`src/rtl/roa_pkg.sv`:
```
// ----------------------------------------------------------------------------
// roa_pkg
// shared widths, pipeline record and arctangent table for the orientation
// angle pipeline
// ----------------------------------------------------------------------------
package roa_pkg;

	// sample and product widths
	localparam int SAMPLE_WIDTH  = 16;
	localparam int CORDIC_STAGES = 24;
	localparam int NUM_CELLS     = (CORDIC_STAGES > 32) ? 32 : CORDIC_STAGES;
	localparam int PW            = 2 * SAMPLE_WIDTH;      // one product
	localparam int CW            = PW + 1;                // cos / sin sums
	localparam int XW            = PW + 3;                // cordic x / y with gain
	localparam int ZW            = 26;                    // angle in 1/65536 degree
	localparam int DW            = ZW + 2;                // 180 - angle before wrap
	localparam int OUT_W         = 17;
	localparam int CFG_W         = 32;
	localparam int CMP_W         = (PW > CFG_W) ? PW : CFG_W;
	localparam int CELL_IDX_W    = 5;
	localparam int ADDR_W        = 3;

	localparam logic [CFG_W-1:0] MIN_NORM_RESET = CFG_W'(1);

	// angle constants
	localparam logic signed [ZW-1:0] QUARTER_Q16 = ZW'(90 * 65536);
	localparam logic signed [DW-1:0] HALF_Q16    = DW'(180 * 65536);
	localparam logic signed [DW-1:0] FULL_Q16    = DW'(360 * 65536);
	localparam logic [DW-1:0]        ROUND_Q16   = DW'(128);
	localparam logic [DW-1:0]        FULL_Q8     = DW'(92160);
	localparam logic [OUT_W-1:0]     HALF_Q8     = OUT_W'(46080);

	// record handed from cell to cell
	typedef struct packed {
		logic                 vld;
		logic                 degen;
		logic                 zero;
		logic signed [XW-1:0] x;
		logic signed [XW-1:0] y;
		logic signed [ZW-1:0] z;
	} cordic_t;

	// atan(2^-i) in degrees times 65536, rounded
	function automatic logic signed [ZW-1:0] atan_q16(input logic [CELL_IDX_W-1:0] idx);
		logic signed [ZW-1:0] v;
		case (idx)
			5'd0:    v = ZW'(2949120);
			5'd1:    v = ZW'(1740967);
			5'd2:    v = ZW'(919879);
			5'd3:    v = ZW'(466945);
			5'd4:    v = ZW'(234379);
			5'd5:    v = ZW'(117304);
			5'd6:    v = ZW'(58666);
			5'd7:    v = ZW'(29335);
			5'd8:    v = ZW'(14668);
			5'd9:    v = ZW'(7334);
			5'd10:   v = ZW'(3667);
			5'd11:   v = ZW'(1833);
			5'd12:   v = ZW'(917);
			5'd13:   v = ZW'(458);
			5'd14:   v = ZW'(229);
			5'd15:   v = ZW'(115);
			5'd16:   v = ZW'(57);
			5'd17:   v = ZW'(29);
			5'd18:   v = ZW'(14);
			5'd19:   v = ZW'(7);
			5'd20:   v = ZW'(4);
			5'd21:   v = ZW'(2);
			5'd22:   v = ZW'(1);
			default: v = '0;
		endcase
		return v;
	endfunction

endpackage

```
`src/rtl/roa_back.sv`:
```
// ----------------------------------------------------------------------------
// roa_back
// 180 minus angle, wrap into one turn, round to 1/256 degree (two stages)
// ----------------------------------------------------------------------------
module roa_back
	import roa_pkg::*;
(
	input  logic             clk,
	input  logic             arst_n,
	input  cordic_t          in,
	output logic             done,
	output logic [OUT_W-1:0] angle_deg_q8,
	output logic             degenerate
);

	logic                 vld_s1, vld_s2;
	logic                 degen_s1;
	logic [DW-1:0]        d_s1;
	logic [OUT_W-1:0]     angle_s2;
	logic                 degen_s2;

	logic signed [DW-1:0] d_raw, d_wrap;
	logic [DW-1:0]        q_raw, q_wrap;

	// both cos and sin zero: angle taken as zero
	always_comb begin
		d_raw = HALF_Q16 - (in.zero ? DW'(0) : DW'(in.z));
		if (d_raw < 0) begin
			d_wrap = d_raw + FULL_Q16;
		end else if (d_raw >= FULL_Q16) begin
			d_wrap = d_raw - FULL_Q16;
		end else begin
			d_wrap = d_raw;
		end
	end

	always_ff @(posedge clk) begin
		d_s1     <= unsigned'(d_wrap);
		degen_s1 <= in.degen;
	end

	// round half up, a full turn wraps to zero
	always_comb begin
		q_raw  = (d_s1 + ROUND_Q16) >> 8;
		q_wrap = (q_raw >= FULL_Q8) ? (q_raw - FULL_Q8) : q_raw;
	end

	always_ff @(posedge clk) begin
		angle_s2 <= degen_s1 ? HALF_Q8 : OUT_W'(q_wrap);
		degen_s2 <= degen_s1;
	end

	always_ff @(posedge clk or negedge arst_n) begin
		if (!arst_n) begin
			vld_s1 <= 1'b0;
			vld_s2 <= 1'b0;
		end else begin
			vld_s1 <= in.vld;
			vld_s2 <= vld_s1;
		end
	end

	assign done         = vld_s2;
	assign angle_deg_q8 = angle_s2;
	assign degenerate   = degen_s2;

endmodule

```
`config.mk`:
```
export PLATFORM = sky130hd
export DESIGN_NAME = roa_back
export DESIGN_NICKNAME = d
export VERILOG_FILES = /design/src/rtl/roa_pkg.sv /design/src/rtl/roa_back.sv
export SDC_FILE = /design/constraint.sdc
export NUM_CORES = 1
export LEC_CHECK = 0
export ABC_CLOCK_PERIOD_IN_PS = 4500
export BUFFER_PORTS_ARGS = -buffer_cell sky130_fd_sc_hd__buf_2
export CORE_MARGIN = 3
export CORE_UTILIZATION = 52
export CTS_BUF_LIST = sky130_fd_sc_hd__clkbuf_2 sky130_fd_sc_hd__clkbuf_4 sky130_fd_sc_hd__clkbuf_8
export CTS_CLUSTER_DIAMETER = 50
export DETAILED_ROUTE_END_ITERATION = 10
export HOLD_SLACK_MARGIN = 0.1
export PLACE_DENSITY = 0.95
export SLEW_MARGIN = 20
export SYNTH_ARGS = -nofsm -noshare
export SYNTH_HDL_FRONTEND = slang
export SYNTH_SLANG_ARGS = --single-unit
```
`constraint.sdc`:
```
create_clock -name clk -period 4.5 [get_ports clk]
set_input_delay 0.45 -clock clk [delete_from_list [all_inputs] [get_ports clk]]
set_output_delay 0.45 -clock clk [all_outputs]
set_load 0.005 [all_outputs]
```
### Word-level counts from Yosys, hierarchy flattened

Cells that the tools add are included.

| operators by class | value |
|---|---|
| add/sub/neg operators | 5 |
| multiply operators | 0 |
| div/mod/pow operators | 0 |
| order comparisons | 3 |
| equality and inequality tests | 0 |
| shift-type cells | 0 |
| multiplexer cells | 4 |
| bitwise gates (word level) | 0 |
| reduce and logical (&&, ||, !) cells | 0 |

Operators with widths:

| kind | count |
|---|---|
| $mux 28 | 3 |
| $add 28x26->28 const B | 1 |
| $add 28x8->28 const B | 1 |
| $ge 28x26->1 const B | 1 |
| $lt 28x1->1 const B | 1 |
| $sub 25x28->28 const A | 1 |
| $sub 28x26->28 const B | 1 |
| $ge 20x17->1 const B | 1 |
| $mux 17 | 1 |
| $sub 17x17->17 const B | 1 |

| word-level totals | value |
|---|---|
| flip-flop bits (word level) | 49 |
| bits in latches | 0 |
| memory bits (writable) | 0 |
| memory bits (read-only) | 0 |
| input port bits | 101 |
| output and inout port bits | 19 |
| logic and storage cells | 18 |
| memories | 0 |

### Depth between registers and ports, before layout

| logic depth | value |
|---|---|
| word-level depth | 5 |
| gate-level depth with buffers | 13 |
| gate-level depth less buffers | 12 |

### Worst setup path before layout

OpenSTA, ideal clock, no wires.

| path | value |
|---|---|
| kind | input-to-reg |
| start | input port in[3] (netlist bit) |
| end | register d_s1[21] |
| library setup time | 0.078 ns |
| arrival | 2.905 ns |
| required time | 4.422 ns |
| path slack | 1.517 ns |
| cell stages on the path | 13 |
| path buffers | 1 |
| cell sequence | nor4_4 -> and4_1 -> buf_2 -> a21boi_0 -> o21ai_0 -> nand2_1 -> nor2_1 -> inv_1 -> ha_1 -> a2111oi_0 -> nor3_1 -> o211a_1 -> nor3_1 |

| between the ends | value |
|---|---|
| cells in the longest elaborated chain, start to end | 5 |
| elaborated cells between the ends (all ways) | 8 |
| those cells by class | add/sub (3); order compare (2); mux (3) |

RTL lines:

| item | line | text |
|---|---|---|
| start: declaration | roa_back.sv:10 | `input cordic_t in,` |
| $mux 28 (*) | roa_back.sv:27 | `d_raw = HALF_Q16 - (in.zero ? DW'(0) : DW'(in.z));` |
| $sub 25x28->28 (*) | roa_back.sv:27 |  |
| $sub 28x26->28 or $ge 28x26->1 (tied branches) | roa_back.sv:31, roa_back.sv:30 |  |
| $mux 28 | roa_back.sv:30 | `end else if (d_raw >= FULL_Q16) begin` |
| $mux 28 (*) | roa_back.sv:28 | `if (d_raw < 0) begin` |
| net d_wrap[21] | roa_back.sv:22 | `logic signed [DW-1:0] d_raw, d_wrap;` |
| end signal: assignment | roa_back.sv:38 | `d_s1 <= unsigned'(d_wrap);` |
| end: declaration | roa_back.sv:18 | `logic [DW-1:0] d_s1;` |

The timed path passes the listed nets; every way through them passes the cells marked *.
A chain may end at the register's enable or synchronous reset.

### Worst setup path after layout

Ends and elaborated chain as after synthesis.

==> reports/summary.txt <==
synthesized flop and latch total: 42
family with the most delay on the worst path: simple AND/OR/NAND/NOR gates
Max Freq: 0.286 GHz
critical path fanouts, max: 6
Reg power frac: 0.493
vias in the first global route: 2144
area of the multi-input gates: 1650 sq um
clk slew on worst S/H paths: 0.07 ns
Final ANT Viol Nets: 0
worst path cell trace: buf_2, nor4_4, and4_1, a21boi_0, o21ai_0, nand2_1, nor2_1, inv_1, ha_1, a2111oi_0, nor3_1, o211a_1, nor3_1
Avg Cell Area, Syn: 9.01 sq um
total count of hold-check failures in the final report: 0
HPWL after DPL: 4160 um
pwr dens: 288 nW/um^2
cts bufs inserted: 5
post-route insts no fill: 404
largest net degree at the start of global routing: 38
clock share of power: 0.280
outcome: completed
FF/Latch Area: 851 sq um
final WL: 5350 um
Design Area, Final: 2960 sq um
Worst Max-Slew Pin Slew: 0.705 ns
Rows: 25
Post-Place Cells: 395
nets: 441
# H-tree levels: 2
WP data arrival: 3.67 ns
Mapped Nets: 396
Placed Area: 2860 sq um
# IOs: 120
Die Height: 77.0 um
Net Sw Frac: 0.282
Final Util: 0.619
core area: 4790 sq um
min-delay src: in[97]
Psw: 0.241 mW
Clock Skews: 0.00777 ns
global-route wire length before repair: 9290 um
hold slack final: 0.257 ns
commonest cells after routing, fill and taps aside: buf_2 (49), dfxtp_1 (40), nor2_1 (30), nor3_1 (25), nand2_1 (15)
Final setup viols: 0
Fillers: 409
Worst Setup Path Type: primary input to flop
post-cts sizing count: 0
Top FF cell, synth: dfxtp_1
Synth area leader: dfxtp_1
DIE AREA: 5930 sq um
type of the tightest min-delay check: primary input to flop
via count of the routed design: 2305
Port Buffers: 49
Clk Latency, worst-skew pair: 0.29 ns
Distinct cells, synth: 81
max_cap viols: 0
yosys warns: 0
Remaining DRCs: 0
Setup TNS Final: 0 ns
main area contributors after synthesis: dfxtp_1 (31%), nor3_1 (4.8%), nor2_1 (4.3%), xnor2_1 (4.0%), xor2_1 (3.7%)
initial antenna violation count: 0
crit-path max cell delay: 0.61 ns
Initial Utilization: 0.548
root buf cell: clkbuf_8
setup ws final: 1.01 ns
ys async rst share: 0.0476
worst endpoint required time: 4.68 ns
Tot Pwr: 0.853 mW
drt first pass iters: 4
dpl ws: 0.808 ns
CP Capture Type: flop
post-synth top area share: 0.305
LEAKAGE: 1.16 nW
gpl congestion: 0.878
clk buf depth: 2
most frequent CP cell: nor3_1
CP startpoint kind: primary input
most common cell after layout, fill and taps aside: buf_2
register area share after synthesis: 0.324
GR Util All Layers: 0.186
CP startpoint: in[3]
reg2reg start: d_s1[11]
Rel. slew slack: 0.526
# clock sinks: 42
Mapped Area: 2620 sq um
Max VDD drop: 0.000159 V
EDFF count, synth: 0
final period utilization: 0.776
Initial DRC Count: 116
Bufs and invs on worst path: 2
worst-path cell with the longest stage delay: a2111oi_0
Die Width: 77.0 um
Tmin final: 3.49 ns
Comb power frac: 0.226
Power Internal: 0.612 mW
vias per inst: 5.71
layout cell share with drive strength beyond 1: 0.252
total grt overflow: 0
# diodes: 0
Post-Syn Instances: 291
CTS tree: done
unrepaired setup endpoints after global routing: false
routed len/inst: 13.2 um
Syn-to-layout area delta: 13.0%
Slew Limit Fails: 0
-- cells in the mapped netlist, types with 3 or more instances --
cell type  count
a21oi_1       10
dfxtp_1       40
nor4_1         3
a21boi_0       3
nand2_1       15
nor3b_1        3
a31oi_1        3
inv_1          7
clkbuf_1       3
nand4_1       10
o21ai_0       10
or3_1          6
o21a_1         3
xnor2_1       12
and2_1         3
nand3_1        6
o211ai_1       3
nor2b_1        3
xor2_1        11
ha_1           4
clkbuf_8       3
nand3b_1       3
mux2i_1        3
nand2b_1       3
nor2_1        30
nor3_1        25
-- repair_timing --
action / in CTS / in global routing
hold buffers: 1 / 0
buffers inserted: 0 / 0
endpoints found under the hold margin: 2 / 0
-- power groups by stage --
| stage | clock (mW) | sequential, mW | combinational (mW) |
|---|---|---|---|
| floorplan | 0 | 0.427 | 0.136 |
| global placement | 0 | 0.428 | 0.182 |
| detailed placement | 0 | 0.429 | 0.190 |
| CTS | 0.246 | 0.420 | 0.192 |
| global route | 0.265 | 0.425 | 0.213 |
| finish | 0.239 | 0.421 | 0.193 |
-- worst paths after layout --
kind,endpoint,slack (ns),cells past startpoint
hold / removal,degen_s1,0.26,1
min in group asynchronous,vld_s1,0.47,2
setup / recovery,d_s1[21],1.01,13
max in group asynchronous,done,3.93,2
setup reg to reg,angle_deg_q8[13],1.80,7
hold reg to reg,done,0.37,0
-- cell type report --
type	count	area share
multi-input cells	230	0.557
flip-flops and latches	42	0.287
repair buffers	50	0.0861
well taps	67	0.0283
clock buffers	6	0.0279
inverters	7	0.00887
clock inverters	2	0.00422
-- registers in the layout, summed over array words and instances, names as in the netlist --
| signal | count |
|---|---|
| d_s1 | 21 |
| angle_deg_q8 | 17 |
| degen_s1 | 1 |
| degenerate | 1 |
| done | 1 |
| vld_s1 | 1 |
-- worst register-to-register path, stage by stage (launching register included) --
cell	delay [ns]
dfxtp_1	0.40
nand4_1	0.41
nor4_1	0.51
xnor2_1	0.20
a21o_1	0.21
or3b_1	0.49
a211oi_1	0.27
o21ai_0	0.10
-- kinds of logic after synthesis --
| family | synth area share |
|---|---|
| buffers and inverters | 0.0458 |
| DFF | 0.324 |
| xor gates and xnor gates | 0.0873 |
| adders and majority gates | 0.0234 |
| muxes | 0.0115 |
| other | 0.00143 |
| AOI/OAI and AO/OA | 0.190 |
| and+or+nand+nor | 0.316 |
-- per-layer routing --
metal	share of wire	vias to the layer above	wire length, um	track usage
li1	-	1168	-	-
met1	0.43	1061	2300	0.223
met2	0.49	68	2620	0.331
met3	0.062	8	334	0.0352
met4	0.016	0	86	0.0658
met5	0	-	0	0
No activity file was read; power rests on OpenSTA's default activity.
