## src/rtl/roa_pkg.sv

```systemverilog
// ----------------------------------------------------------------------------
// roa_pkg
// shared widths, pipeline record and arctangent table for the orientation
// angle pipeline
// ----------------------------------------------------------------------------
package roa_pkg;

	// sample and product widths
	localparam int SAMPLE_WIDTH  = 16;
	localparam int CORDIC_STAGES = 24;
	localparam int NUM_CELLS     = (CORDIC_STAGES > 32) ? 32 : CORDIC_STAGES;
	localparam int PW            = 2 * SAMPLE_WIDTH;      // one product
	localparam int CW            = PW + 1;                // cos / sin sums
	localparam int XW            = PW + 3;                // cordic x / y with gain
	localparam int ZW            = 26;                    // angle in 1/65536 degree
	localparam int DW            = ZW + 2;                // 180 - angle before wrap
	localparam int OUT_W         = 17;
	localparam int CFG_W         = 32;
	localparam int CMP_W         = (PW > CFG_W) ? PW : CFG_W;
	localparam int CELL_IDX_W    = 5;
	localparam int ADDR_W        = 3;

	localparam logic [CFG_W-1:0] MIN_NORM_RESET = CFG_W'(1);

	// angle constants
	localparam logic signed [ZW-1:0] QUARTER_Q16 = ZW'(90 * 65536);
	localparam logic signed [DW-1:0] HALF_Q16    = DW'(180 * 65536);
	localparam logic signed [DW-1:0] FULL_Q16    = DW'(360 * 65536);
	localparam logic [DW-1:0]        ROUND_Q16   = DW'(128);
	localparam logic [DW-1:0]        FULL_Q8     = DW'(92160);
	localparam logic [OUT_W-1:0]     HALF_Q8     = OUT_W'(46080);

	// record handed from cell to cell
	typedef struct packed {
		logic                 vld;
		logic                 degen;
		logic                 zero;
		logic signed [XW-1:0] x;
		logic signed [XW-1:0] y;
		logic signed [ZW-1:0] z;
	} cordic_t;

	// atan(2^-i) in degrees times 65536, rounded
	function automatic logic signed [ZW-1:0] atan_q16(input logic [CELL_IDX_W-1:0] idx);
		logic signed [ZW-1:0] v;
		case (idx)
			5'd0:    v = ZW'(2949120);
			5'd1:    v = ZW'(1740967);
			5'd2:    v = ZW'(919879);
			5'd3:    v = ZW'(466945);
			5'd4:    v = ZW'(234379);
			5'd5:    v = ZW'(117304);
			5'd6:    v = ZW'(58666);
			5'd7:    v = ZW'(29335);
			5'd8:    v = ZW'(14668);
			5'd9:    v = ZW'(7334);
			5'd10:   v = ZW'(3667);
			5'd11:   v = ZW'(1833);
			5'd12:   v = ZW'(917);
			5'd13:   v = ZW'(458);
			5'd14:   v = ZW'(229);
			5'd15:   v = ZW'(115);
			5'd16:   v = ZW'(57);
			5'd17:   v = ZW'(29);
			5'd18:   v = ZW'(14);
			5'd19:   v = ZW'(7);
			5'd20:   v = ZW'(4);
			5'd21:   v = ZW'(2);
			5'd22:   v = ZW'(1);
			default: v = '0;
		endcase
		return v;
	endfunction

endpackage

```

## src/rtl/roa_cell.sv

```systemverilog
// ----------------------------------------------------------------------------
// roa_cell
// one cordic vectoring micro-rotation, registered
// ----------------------------------------------------------------------------
module roa_cell
	import roa_pkg::*;
(
	input  logic                  clk,
	input  logic                  arst_n,
	input  logic [CELL_IDX_W-1:0] idx,
	input  cordic_t               in,
	output cordic_t               out
);

	cordic_t              out_q;
	logic signed [XW-1:0] dx, dy;
	logic                 y_pos;

	// floor shift of the neighbor coordinate
	assign dx    = in.y >>> idx;
	assign dy    = in.x >>> idx;
	assign y_pos = !in.y[XW-1] && (in.y != '0);

	always_ff @(posedge clk or negedge arst_n) begin
		if (!arst_n) begin
			out_q <= '0;
		end else begin
			out_q.vld   <= in.vld;
			out_q.degen <= in.degen;
			out_q.zero  <= in.zero;
			if (y_pos) begin
				out_q.x <= in.x + dx;
				out_q.y <= in.y - dy;
				out_q.z <= in.z + atan_q16(idx);
			end else begin
				out_q.x <= in.x - dx;
				out_q.y <= in.y + dy;
				out_q.z <= in.z - atan_q16(idx);
			end
		end
	end

	assign out = out_q;

endmodule

```

## config.mk

```make
export PLATFORM = sky130hd
export DESIGN_NAME = roa_cell
export DESIGN_NICKNAME = d
export VERILOG_FILES = /design/src/rtl/roa_pkg.sv /design/src/rtl/roa_cell.sv
export SDC_FILE = /design/constraint.sdc
export NUM_CORES = 1
export LEC_CHECK = 0
export BUFFER_PORTS_ARGS = -buffer_cell sky130_fd_sc_hd__buf_2
export CAP_MARGIN = 20
export CELL_PAD_IN_SITES_DETAIL_PLACEMENT = 0
export CELL_PAD_IN_SITES_GLOBAL_PLACEMENT = 1
export CORE_AREA = 5 5 197 199
export CTS_BUF_LIST = sky130_fd_sc_hd__clkbuf_16
export CTS_CLUSTER_DIAMETER = 80
export DETAILED_ROUTE_END_ITERATION = 8
export DIE_AREA = 0 0 202 204
export HOLD_SLACK_MARGIN = 0.02
export PLACE_DENSITY = 0.78
export SLEW_MARGIN = 20
export SYNTH_ARGS = -nofsm -noshare
export SYNTH_HDL_FRONTEND = slang
export SYNTH_SLANG_ARGS = --single-unit
export TNS_END_PERCENT = 50
```

## constraint.sdc

```tcl
create_clock -name clk -period 0.8 [get_ports clk]
set_clock_uncertainty 0.1 [all_clocks]
set_input_delay 0.16 -clock clk [delete_from_list [all_inputs] [get_ports clk]]
set_output_delay 0.16 -clock clk [all_outputs]
set_load 0.02 [all_outputs]
```

# == After elaboration in Yosys (flattened, before gate mapping) ==
# Memories as Yosys holds them, arrays and structs flattened.
# Cells that the tools add are included.
# W data, S select, Z words.
# totals
wordCells,22
mem_count,2
romBits,1408
ff_bits,99
inputBits,106
out_inout_bits,99
# mem_list
memory,words,word_bits,rd,rd_ports_with_merged_regs,wr,line_no,text
(name not given),32,22,1,0,0,roa_pkg.sv:46,case (idx)
(name not given),32,22,1,0,0,roa_pkg.sv:46,
# classes
addsub,6
n_reduce_logical,3
shift,2
muxes,3
# ops
op,n
$mux W96,1
$add A35 B35 Y35,2
$sshr A35 B5 Y35,2
$sub A35 B35 Y35,2
$mux W26,2
$reduce_bool A35 Y1,1
$add A26 B26 Y26,1
$sub A26 B26 Y26,1
$logic_and A1 B1 Y1,1
$logic_not A1 Y1,1

# == Logic depth before layout (Yosys ltp) ==
# Gate-level depths: netlist of the first run.
# logic_depth
depth_word,5
depth_mapped,29
depth_no_buf,23

# == Worst setup path before layout of the first run ==
# No wires, ideal clock.
# synth_timing
path_kind,input -> register
start,input port idx[1]
end,"register out_q, in the netlist out[60]"
n_path_buf,4
path_stages,25
setup_time_ns,0.080
required_ns,0.620
path_slack_ns,-4.992
arrival_time_ns,5.613
cell_sequence,buf_2 -> buf_2 -> buf_2 -> clkbuf_1 -> mux4_2 -> mux4_2 -> a21oi_1 -> ha_1 -> nand3_1 -> nor2_1 -> nand3_1 -> nor2_1 -> a21oi_1 -> xor2_1 -> ha_1 -> and3_1 -> a221oi_1 -> o21ai_0 -> a221o_1 -> a31oi_1 -> o21ai_0 -> a21oi_1 -> a31oi_1 -> a211oi_1 -> xnor2_1
# synth_via
elab_chain_cells,3
word_cells_on_any_way,4
classes_between,add/sub: 2; shift: 1; mux: 1
# synth_lines
item,line_no,text
from (decl),roa_cell.sv:10,"input logic [CELL_IDX_W-1:0] idx,"
$sshr A35 B5 Y35 *,roa_cell.sv:21,assign dy = in.x >>> idx;
$add A35 B35 Y35 or $sub A35 B35 Y35 (tied branches),"roa_cell.sv:37, roa_cell.sv:33",
$mux W96 *,roa_cell.sv:31,if (y_pos) begin
to (decl),roa_cell.sv:15,cordic_t out_q;
# Mark *: on every way between the ends. The rest lies on a longest branch, timed or not.

# == Worst setup path in the final report of the first run ==
# layout_timing
start,input port idx[0]
end,"register out_q, in the netlist out[94]"
# layout_via
elab_chain_cells,3
word_cells_on_any_way,4
classes_between,add/sub: 2; shift: 1; mux: 1
# layout_lines
item,line_no,text
$sshr A35 B5 Y35 *,roa_cell.sv:20,assign dx = in.y >>> idx;
$sub A35 B35 Y35 or $add A35 B35 Y35 (tied branches),"roa_cell.sv:36, roa_cell.sv:32",
$mux W96 *,roa_cell.sv:31,
# Marks and branches as above.

==> results of run 1 <==
[placed cells by master (no fill, tap or decap), types with 62 or more instances in the layout]
master,instances
mux4_2,91
ha_1,88
dfrtp_1,99
buf_4,862
nor2_1,116
nand2_1,104
buf_2,179
a21oi_1,82
buf_6,62
xnor2_1,96
[worst max-delay path by stage]
stage / startpoint / cells past startpoint / to / slack, ps
after global routing: idx[0] / 24 / out[94] / -4290
after global placement: idx[2] / 22 / out[60] / -4610
after floorplan: idx[0] / 26 / out[60] / -4380
after CTS: idx[0] / 24 / out[90] / -3990
after detailed placement: idx[0] / 23 / out[60] / -4780
final: idx[0] / 26 / out[94] / -4150
[layer usage]
layer	part of all wire	routed length, microns	vias to the layer above
li1	-	-	8531
met1	0.40	31000	9273
met2	0.48	36700	930
met3	0.070	5370	241
met4	0.054	4190	0
met5	0	0	-
[metrics by stage]
step / power (uW) / cell area, sq um
after floorplan: 21500 / 15200
after global placement: 33700 / 22700
after detailed placement: 34100 / 22700
after CTS: 41300 / 24700
after global routing: 46400 / 25800
final: 44000 / 25800
[Yosys cell counts (all sizes together), types with 6 or more instances]
| cell | number |
|---|---|
| nor4 | 11 |
| clkbuf | 45 |
| nand4 | 9 |
| a21oi | 134 |
| a31oi | 34 |
| nor3 | 36 |
| mux4 | 91 |
| nand3 | 30 |
| dfrtp | 99 |
| o221ai | 7 |
| a221oi | 15 |
| and2 | 23 |
| nor4b | 7 |
| o31ai | 9 |
| a21boi | 6 |
| o21ai | 82 |
| nand2 | 117 |
| o21bai | 17 |
| nor3b | 8 |
| a21o | 41 |
| a22o | 8 |
| ha | 102 |
| a211oi | 28 |
| o211ai | 11 |
| xnor2 | 107 |
| and3 | 13 |
| nor2b | 20 |
| or2 | 8 |
| nor2 | 138 |
| nand2b | 30 |
| a221o | 12 |
| o21a | 16 |
| mux2i | 60 |
| a22oi | 16 |
| buf | 61 |
| mux2 | 37 |
| inv | 44 |
| xor2 | 59 |
| o22ai | 13 |
[power by group through the flow]
stage	Combinational, uW	Sequential [uW]	Clock (uW)
detailed placement	26500	7610	0
global route	33500	7860	5050
global placement	26100	7600	0
CTS	28900	7580	4760
floorplan	11200	10400	0
finish	31700	7610	4700
[area by class of cell]
type	count	area, sq um	area share
sequential	99	2480	0.0961
clock inverter	7	70.1	0.00272
inverter	46	181	0.00704
multi-input combinational	1435	13300	0.516
antenna	1	2.50	0.0000971
timing repair buffer	1149	8930	0.347
clock buffer	9	225	0.00874
tap	474	593	0.0230
[cells by family after synthesis]
group | after synthesis | share of synthesized area
fa+ha+maj | 105 | 0.0896
flops | 99 | 0.166
xor+xnor | 167 | 0.0990
compound gates | 501 | 0.226
simple gates | 474 | 0.163
mux | 188 | 0.206
buf+inv | 152 | 0.0502
[what timing repair did]
item,in CTS,in global routing
setup endpoints to repair,195,195
gates cloned,3,0
resized for setup,235,170
pin swaps,114,97
setup buffers,78,47
hold endpoints to repair,105,2
==> out/metrics.cfg, run 1 <==
[status]
outcome=finished, violations left
violations=negative hold slack, negative setup slack

[job]
maxCapViolCount=0

[global_routing]
met1_usage=0.447
grt_pass1_vias=19373
globalRoute.totalOverflow=0
grt_first_pass_wirelength_microns=114000
grt_usage=0.354
antenna_found_initial=1
grt_busiest_layer=met2
grt_max_degree=52
grt_use_met3=0.0603
grt_util_met2=0.596

[synth]
syn_inst=1686
syn-cell-area_sq_um=14900
yosysWarnings=0
synth_seq_area_share=0.166
synth_area_per_cell_sq_um=8.84
synth_cell_types=106
synth_seq_cells=99
synth_ff_type=dfrtp_1
yosys-top-cells-area=dfrtp_1 17%, mux4_2 14%, ha_1 8.6%
synth_edf_count=0
synth_area_leader_cell=dfrtp_1
synth_top_area_frac=0.166
async_reset_ff_frac=1.00
syn-num-nets=1897

[die]
die_area_sq_um=41200
ioPinCount=205
start_util=0.402
fp.dieH_microns=204
core_area_sq_um=37000
fp.dieW_microns=202
fp-row-count=71

[worst_hold_path]
hold_depth=2
hold_start=in[0]
min_path_type=in -> reg
hold_path_end=out[0]

[worst_setup_path]
crit_family=compound AO/OA/AOI/OAI gates
cp-end-kind=flop
crit_type=in -> reg
slowest_stage=mux4_2
arrival_ps=5160
critical-path-max-stage-delay_ps=570
cp_data_required_time_ps=1010
crit_path_start_kind=primary input
path_buf_inv=6
crit_fanout=12
cpMostUsedCell=buf_4

[power_and_ir_drop]
p_clk_frac=0.107
swShare=0.434
power_leakage_uw=0.0121
power_frac_comb=0.720
p_sw_uw=19100
vdd_ir_drop_max_uv=1430
p_per_area_nw_per_um2=1710
internal-power_uw=24900
power_frac_seq=0.173

[sta]
hold_viol=1
worstMarginPinSlew_ps=727
tns_ps=-344320
drv_slew=0
max-slew-margin-rel=0.513
post-route-period-util=6.18
worst_slack_ps=-4150
setup-violations-final=195
rsz0062_at_grt=true
fin_crit_ps=4950
max_freq_ghz=0.202
whs_ps=-96.7

[cells_and_area]
fin_cells=3220
area_growth_pct=72.9
finalNetCount=2951
utilization=0.696
fillers=2851
largest_register_ffs=99
drive_above_1_share=0.574

[clock_network]
cts_inserted_buffers=9
cts_tree=built
cts-root-buf=clkbuf_16
clock_path_buffers=2
cts.sinks=99
cts-hold-fix-buffers=4
path_clk_slew_ps=70
cts.htree.levels=3

[place]
place_inst=3081
port_buffers=204
place_ws_ps=-4780
gp_congestion=1.06
hpwl_microns=60300

[route]
wl_microns=77200
drc=0
ant_nets=0
via_per_inst=5.89
dr_total_vias=18975
drt_iter0_drc=1472
routedWlPerCell_microns=24.0
first_pass_iters=7

Power figures use the tool's default switching activity.
==> run 2: changes to the inputs <==
ABC_AREA = 1   (was not set)
CORE_AREA = 5 5 203 205   (was 5 5 197 199)
DIE_AREA = 0 0 208 210   (was 0 0 202 204)
PLACE_DENSITY = 0.77   (was 0.78)
==> run 2 against run 1 <==
Net effect:
- the flow still finishes with violations (negative hold slack, negative setup slack)
- utilization fell by 3.7 points
- via count rose by 5.3%
- combinational power rose by 2%
- total power rose by 0.83%
==> out/metrics.cfg, run 2 <==
[global_routing]
grt_usage=0.299  ; -0.0557
grt_max_degree=37  ; -29%
globalRoute.totalOverflow=0  ; unchanged
grt_pass1_vias=19595  ; +1.1%
grt_first_pass_wirelength_microns=105000  ; -7.8%
antenna_found_initial=0  ; -1

[cells_and_area]
final_cell_area_sq_um=25900  ; +0.42%
largest_register_ffs=99  ; unchanged
fillers=3550  ; +25%
layout_commonest_cell=buf_4
final_cell_mix=850 x buf_4, 631 x nand2_1, 231 x nand3_1
finalNetCount=3583  ; +21%
area_growth_pct=81.3
antenna_cells=0  ; -1
drive_above_1_share=0.509  ; -0.0654

[synth]
synth_top_area_frac=0.196  ; +0.0302
syn-num-nets=2538  ; +34%
synth.most_common_cell=nand2_1
yosys-top-cells-area=nand2_1 20%, dfrtp_1 17%, nand3_1 11%
synth_area_per_cell_sq_um=6.13  ; -31%
synth_area_leader_cell=nand2_1
async_reset_ff_frac=1.00  ; unchanged
synth_seq_cells=99  ; unchanged
syn_inst=2327  ; +38%
netlist_top_cells_count=747 x nand2_1, 315 x nand3_1, 168 x nor2_1
synth_edf_count=0  ; unchanged
synth_cell_types=57  ; -46%
synth_ff_type=dfrtp_1
synth_seq_area_share=0.174  ; +0.00736
syn-cell-area_sq_um=14300  ; -4.2%
yosysWarnings=0  ; unchanged

[worst_setup_path]
critical-path-max-stage-delay_ps=370  ; -200 ps
crit_fanout=10  ; -2
crit_path_start_kind=primary input
slowest_stage=ha_1
cp_data_required_time_ps=1010  ; about the same
arrival_ps=4120  ; -1040 ps
cp-end-kind=flop
crit_type=in -> reg

[clock_network]
cts_tree=built
cts.htree.levels=3  ; unchanged
cts.sinks=99  ; unchanged
path_clk_slew_ps=80  ; about the same
cts_inserted_buffers=9  ; unchanged
cts-root-buf=clkbuf_16
cts-hold-fix-buffers=4  ; unchanged
clock_path_buffers=2  ; unchanged

[die]
fp-row-count=73  ; +2.8%
ioPinCount=205  ; unchanged
fp.dieH_microns=210  ; +2.9%
start_util=0.363  ; -0.0389
core_area_sq_um=39300  ; +6.0%
fp.dieW_microns=208  ; +3.0%
die_area_sq_um=43700  ; +6.0%

[job]
maxCapViolCount=0  ; unchanged

[route]
wl_microns=68400  ; -11%
first_pass_iters=6  ; -1
dr_total_vias=19982  ; +5.3%
drc=0  ; unchanged
routedWlPerCell_microns=17.5  ; -27%
drt_iter0_drc=1317  ; -11%
ant_nets=0  ; unchanged
via_per_inst=5.12  ; -13%

[sta]
post-route-period-util=4.89  ; -1.29
drv_slew=0  ; unchanged
worstMarginPinSlew_ps=440  ; -287 ps
hold_viol=2  ; +1
worst_slack_ps=-3110  ; +1040 ps
max-slew-margin-rel=0.707  ; +0.194
fin_crit_ps=3910  ; -1040 ps
max_freq_ghz=0.256  ; +26%
whs_ps=-91.3  ; +5.41 ps
setup-violations-final=195  ; unchanged
rsz0062_at_grt=true

[place]
place_area_sq_um=22300  ; -2.0%
hpwl_microns=55700  ; -7.5%
port_buffers=204  ; unchanged
gp_congestion=0.957  ; -9.3%
place_ws_ps=-3880  ; +897 ps

[power_and_ir_drop]
p_per_area_nw_per_um2=1720  ; +0.40%
vdd_ir_drop_max_uv=1190  ; -17%
power_leakage_uw=0.0131  ; +7.9%

[status]
outcome=finished, violations left
violations=negative hold slack, negative setup slack

[worst_hold_path]
min_path_type=in -> reg

==> run 2: changes by cell type in the layout (fill, tap and decap cells not counted), moves of 36 or more <==
| cell | before | now |
|---|---|---|
| nand2_1 | 104 | 631 |
| nand3_1 | 23 | 231 |
| a21o_1 | 41 | 3 |
| xor2_1 | 54 | 101 |
| mux4_2 | 91 | 0 |
| mux2i_1 | 54 | 0 |
| nand3_2 | 2 | 83 |
| nor2_2 | 11 | 47 |
| xnor2_1 | 96 | 41 |
| o21ai_1 | 15 | 53 |
| inv_1 | 40 | 131 |
| nand2_2 | 11 | 122 |
==> run 2: cell families (layout without fill, tap and decap cells) <==
| family | after synthesis | in the layout | synth area share |
|---|---|---|---|
| simple gates | 1366 | 1366 | 0.418 |
| compound gates | 342 | 342 | 0.139 |
| buf+inv | 258 | 1308 | 0.0791 |
| xor+xnor | 157 | 157 | 0.0963 |
| fa+ha+maj | 105 | 105 | 0.0936 |
| flops | 99 | 99 | 0.174 |
==> run 2: what timing repair did <==
item	in CTS	in global routing
gates cloned	3	1
gates resized for setup	375	227
endpoints found under the hold margin	104	2
endpoints found under the setup margin	195	195
buffers inserted	66	34
pin swaps	164	126
==> run 2: metrics by stage <==
stage / cells / setup TNS, ps / power [uW] / utilization / hold slack [ps]
6_report: 3902 / -285490 / 44400 / 0.659 / -91.3
5_1_grt: 3902 / -304160 / 47300 / 0.659 / -94.7
3_3_place_gp: 3780 / -303770 / 34500 / 0.567 / 113
4_1_cts: 3867 / -278460 / 42200 / 0.628 / -113
2_1_floorplan: 2327 / -224290 / 21600 / - / -236
3_5_place_dp: 3780 / -309290 / 34800 / 0.567 / 121
==> run 2: path summary, 6_finish.rpt <==
kind / endpoint / cells past startpoint / startpoint
max in group asynchronous: out[80] / 3 / arst_n
min in group asynchronous: out[28] / 3 / arst_n
min: out[0] / 2 / in[0]
max: out[57] / 29 / idx[0]
==> run 2: per-layer routing <==
layer | part of all wire | track usage | vias to the layer above | wire length [microns]
li1 | - | - | 9832 | -
met1 | 0.44 | 0.405 | 9455 | 30400
met2 | 0.47 | 0.499 | 569 | 32400
met3 | 0.053 | 0.0396 | 126 | 3640
met4 | 0.029 | 0.0908 | 0 | 1960
met5 | 0 | 0 | - | 0
==> run 2: report_power, final <==
group          internal (uW)  switching, uW
logic                  15000          17400
registers               7050            548
clock network           2160           2270
total                  24200          20200
==> run 2: worst max-delay path, delay by kind of cell <==
kind,cells,cell delay (ps)
and+or+nand+nor,14,1660
adders and majority gates,2,520
buffers and inverters,6,830
xor gates and xnor gates,2,330
AOI/OAI and AO/OA,5,610
==> run 2: area by class of cell <==
class                   count  area (sq um)  share of cell area
multi-input cells        1970         13300               0.514
repair buffers           1118          8480               0.328
flip-flops and latches     99          2480              0.0957
inverters                 174           686              0.0265
well taps                 525           657              0.0254
clock buffers               9           225             0.00870
clock inverters             7          58.8             0.00227
